## src/hw/rtl/saabb_pkg.sv

```systemverilog
// Package with the shared default coordinate width for the segment versus box slab test.
package saabb_pkg;
    localparam int COORD_WIDTH_DEF = 32;
endpackage

```

## src/hw/rtl/saabb_axis.sv

```systemverilog
// Per-axis slab setup: plane parameters as exact fractions and parallel-axis flags.
module saabb_axis #(
    parameter int CW = saabb_pkg::COORD_WIDTH_DEF
) (
    input  logic                 clk,
    input  logic signed [CW-1:0] o,
    input  logic signed [CW-1:0] d,
    input  logic signed [CW-1:0] bmin,
    input  logic signed [CW-1:0] bmax,
    output logic [CW:0]          ta_mag_reg,
    output logic [CW:0]          tb_mag_reg,
    output logic                 ta_neg_reg,
    output logic                 tb_neg_reg,
    output logic [CW:0]          den_reg,
    output logic                 par_reg,
    output logic                 par_ok_reg
);
    logic signed [CW:0] da;
    logic signed [CW:0] db;
    logic signed [CW:0] dx;
    logic               dneg;

    always_comb
    begin
        da   = {bmin[CW-1], bmin} - {o[CW-1], o};
        db   = {bmax[CW-1], bmax} - {o[CW-1], o};
        dx   = {d[CW-1], d};
        dneg = d[CW-1];
    end

    always_ff @(posedge clk)
    begin
        ta_mag_reg <= da[CW] ? (~da + 1'b1) : da;
        tb_mag_reg <= db[CW] ? (~db + 1'b1) : db;
        ta_neg_reg <= da[CW] ^ dneg;
        tb_neg_reg <= db[CW] ^ dneg;
        den_reg    <= dneg ? (~dx + 1'b1) : dx;
        par_reg    <= (d == '0);
        par_ok_reg <= (o >= bmin) && (o <= bmax);
    end
endmodule

```

## config.mk

```make
export PLATFORM = sky130hd
export DESIGN_NAME = saabb_axis
export DESIGN_NICKNAME = d
export VERILOG_FILES = /design/src/hw/rtl/saabb_pkg.sv /design/src/hw/rtl/saabb_axis.sv
export SDC_FILE = /design/constraint.sdc
export NUM_CORES = 1
export LEC_CHECK = 0
export BUFFER_PORTS_ARGS = -buffer_cell sky130_fd_sc_hd__clkbuf_2
export CAP_MARGIN = 5
export CORE_MARGIN = 8
export CORE_UTILIZATION = 55
export DETAILED_ROUTE_END_ITERATION = 12
export PLACE_DENSITY = 0.83
export SLEW_MARGIN = 20
export SYNTH_ARGS = -nofsm -noshare
export SYNTH_HDL_FRONTEND = slang
export SYNTH_SLANG_ARGS = --single-unit
export TNS_END_PERCENT = 5
```

## constraint.sdc

```tcl
create_clock -name clk -period 4.84 [get_ports clk]
set_clock_uncertainty 0.05 [all_clocks]
set_input_delay 0.242 -clock clk [delete_from_list [all_inputs] [get_ports clk]]
set_output_delay 0.242 -clock clk [all_outputs]
set_load 0.01 [all_outputs]
```

==> impl_results.md <==
* Leading cell type in the layout, fill and taps excluded: clkbuf_2
* Post-CTS setup buffers at 0
* Initial detailed-routing violation count at 570
* Die width at 139.5 um
* Final HPWL from detailed placement at 22000 um
* Simple-Gate Fraction of Synth Area at 21.31%
* Sw Share at 38.60%
* Final weighted congestion in routability-driven placement at 0.9616
* Number of buffers between clock root and the deepest sink at 2
* IO Count at 232
* Clock edge transition at the registers on the reported setup and hold paths at 80 ps
* Worst hold path type: in2reg
* Router iterations before antenna repair at 5
* Fraction of the yosys area taken by sequential cells at 24.56%
* Cells after synthesis at 1057
* Starting density of the core at 55.84%
* Fin Hold WS at 29.16 ps
* Switching pwr at 0.001272 W
* # diodes at 0
* Footprint of the multi-input gates at 5963 sq um
* Antenna Nets Post-Route at 0
* All-layer global routing usage at 25.85%
* Worst IR drop on VDD at 236.3 uV
* Most common flop cell mapped by yosys: dfxtp_1
* Max-slew violations at 0
* Library cell contributing the largest single delay on the critical path: or4_4
* Final routed wirelength across all metal layers at 26200 um
* Overall die area at 19470 sq um
* Kind of critical path: in2reg
* Vias/cell at 5.879
* Mean instance size in the synthesized netlist at 7.942 sq um
* Ordered cell list for the critical path: clkbuf_2 -> inv_1 -> ha_1 -> nand2b_1 -> a21oi_1 -> o21ai_0 -> a211o_1 -> a31oi_1 -> mux2i_1 -> o221ai_1 -> or4_4 -> nor4b_1 -> and3_1
* Maximum achievable frequency at 0.2873 GHz
* Global-route wire length before repair at 41490 um
* Maximum number of pins on one net before global-route repair at 36
* Total via count in the routed design at 8566
* Unrepaired setup endpoints after global routing: no
* Internal Dissipation at 0.002023 W
* Leakage at 4.512 nW
* FP Rows at 45
* Adder-cell area share of the yosys netlist at 10.76%
* CTS tree: done
* Final total power at 0.003295 W
* Most used cells in the layout excluding fill and tap cells: 231 x clkbuf_2, 103 x dfxtp_1, 102 x nand2_1, 99 x xnor2_1, 81 x a21oi_1
* Register area at 2062 sq um
* Cell variety after synth at 85
* Number of antenna violations at the first check in global routing at 0
* Async S/R FF share, synth at 0%
* Post-route setup TNS at 0 ps
* Critical path launch point type: primary input
* Fraction of the mapped netlist area in compound gates at 24.37%
* Post-synth EDFFs at 0
* Number of instances resized during post-cts repair at 0
* Sequential fraction of design power at 34.2%
* CP Capture Type: flip-flop
* Fill cell count at 1301
* Outcome: completed
* Number of synthesized register bits at 103
* Drc violations at 0
* Synth Net Count at 1257
* Dpl cell area at 9653 sq um
* DP Worst Slack at 1123 ps
* Power density cells at 330.4 nW/um^2
* Worst endpoint data arrival time at 3730 ps
* Main combinational cell family by area after synthesis: compound AO/OA/AOI/OAI gates
* Min setup slack post-route at 1360 ps
* Remaining max-slew budget at the tightest pin at 52.69%
* # nets final at 1464
* CP delay by family, top: compound AO/OA/AOI/OAI gates
* Peak per-stage delay on the critical path at 500 ps
* Vias in the first global route at 8299
* Count of final setup violators at 0
* Fraction of final layout cells with drive strength greater than 1 at 22.46%
* Area delta synth->final at 18.83%
* Count of max-cap constraint violations at 0
* Die boundary height at 139.5 um
* Multiplexer area fraction after synthesis at 0.4770%
* Total congestion overflow after global routing at 0
* Netlist Area Pre-Place at 8394 sq um
* Post-route clock period utilization at 71.91%
* Clock root buffer: clkbuf_16
* Clock Sink Count at 103
* Average detailed-routed wire length per instance at 17.98 um
* Post-route cell area at 9975 sq um
* Period minus WS final at 3480 ps
* Final Hold Fails at 0
* Yosys warns at 0
* Number of CTS-inserted buffers at 9
* Transition time at the pin with the least slew margin at 703.2 ps
* Clock power frac at 22.5%
* Combinational share of power at 43.3%
* Crit path required time at 5090 ps
* Number of port buffers at 231
* Depth of the CTS H-tree at 3
* Post-Synth XOR/XNOR Area at 13.98%
* Largest fanout of any net on the critical path at 7
* Core Footprint at 15030 sq um
* Count of buffering cells on the critical path with inverters included at 2
[synthesized netlist by cell type (3+ instances only)]
cell         n  area [sq um]
o21ai_1     16         80.08
o21ai_0     54         270.3
a21oi_1     81         405.4
a21o_1      22         165.2
a211o_1      3         26.28
o221ai_1     4         35.03
a211oi_1     9         67.56
and3_1       9         56.30
a311oi_1     3         26.28
nand2_1    102         382.9
buf_2        4         20.02
inv_1       59         221.5
xor2_1      35         306.5
a31oi_1     12         75.07
a21boi_0     4         30.03
clkbuf_1    32         120.1
xnor2_1     99         867.1
o41ai_1      3         26.28
or2_2        8         50.05
nand3b_1     5         37.54
or3_1       22         137.6
nor2_1      61         229.0
o21a_1      10         75.07
nor4_1       9         56.30
or4_1        3         22.52
mux2i_1      4         40.04
ha_1        69         863.3
nor3_1      13         65.06
nor4b_1      3         26.28
nor2b_1      8         50.05
o21bai_1     9         67.56
and4_1       6         52.55
nand2b_1    13         81.33
dfxtp_1    103          2062
o31a_1       3         26.28
o211ai_1    11         82.58
o22ai_1      3         18.77
and2_1       8         50.05
a31o_2       3         26.28
nand3_1     24         120.1
o2111ai_1    5         43.79
nand4_1     23         143.9
o31ai_1     23         172.7
[worst paths after layout]
path / start / end / slack [ps] / depth (start not counted)
setup / recovery: o[1] / ta_mag_reg[32] / 1360 / 13
hold / removal: d[3] / den_reg[3] / 30 / 2
[cell type report]
type	count	share of cell area, %
Multi-Input combinational cell	857	59.78
Sequential cell	103	20.67
Timing Repair Buffer	234	11.84
Tap cell	188	2.358
Clock buffer	9	2.258
Inverter	59	2.220
Clock inverter	7	0.8655
[layer usage]
metal / wire, um / up-vias / GRT usage, %
li1: - / 4242 / -
met3: 2156 / 39 / 7.079
met5: 0 / - / 0
met2: 12400 / 317 / 44.74
met1: 11050 / 3968 / 30.13
met4: 586 / 0 / 9.086
[metrics by stage]
stage	instances	util, %
final	1457	66.35
after global routing	1457	66.35
after CTS	1457	66.35
after detailed placement	1440	64.21
after global placement	1440	64.21
after floorplan	1057	-
[power groups by stage]
stage	clock (W)	combinational (W)	sequential [W]
6_report	0.000743	0.00143	0.00113
2_1_floorplan	0	0.000812	0.00126
3_5_place_dp	0	0.00142	0.00115
4_1_cts	0.000756	0.00143	0.00113
3_3_place_gp	0	0.00141	0.00114
5_1_grt	0.000783	0.00156	0.00114
[kinds of logic (layout without fill, tap and decap cells)]
kind of cell             Yosys count  in the layout
XOR/XNOR                         134            134
adder cells (fa/ha/maj)           71             71
buffers and inverters             97            309
other                              1              1
AND/OR/NAND/NOR                  338            338
multiplexers                       4              4
AO/OA/AOI/OAI                    309            309
flip-flops                       103            103
[repair_timing]
item | CTS | global route
endpoints found under the setup margin | 0 | 0
hold endpoints to repair | 1 | 0
hold buffers | 1 | 0
Power figures use the tool's default switching activity.
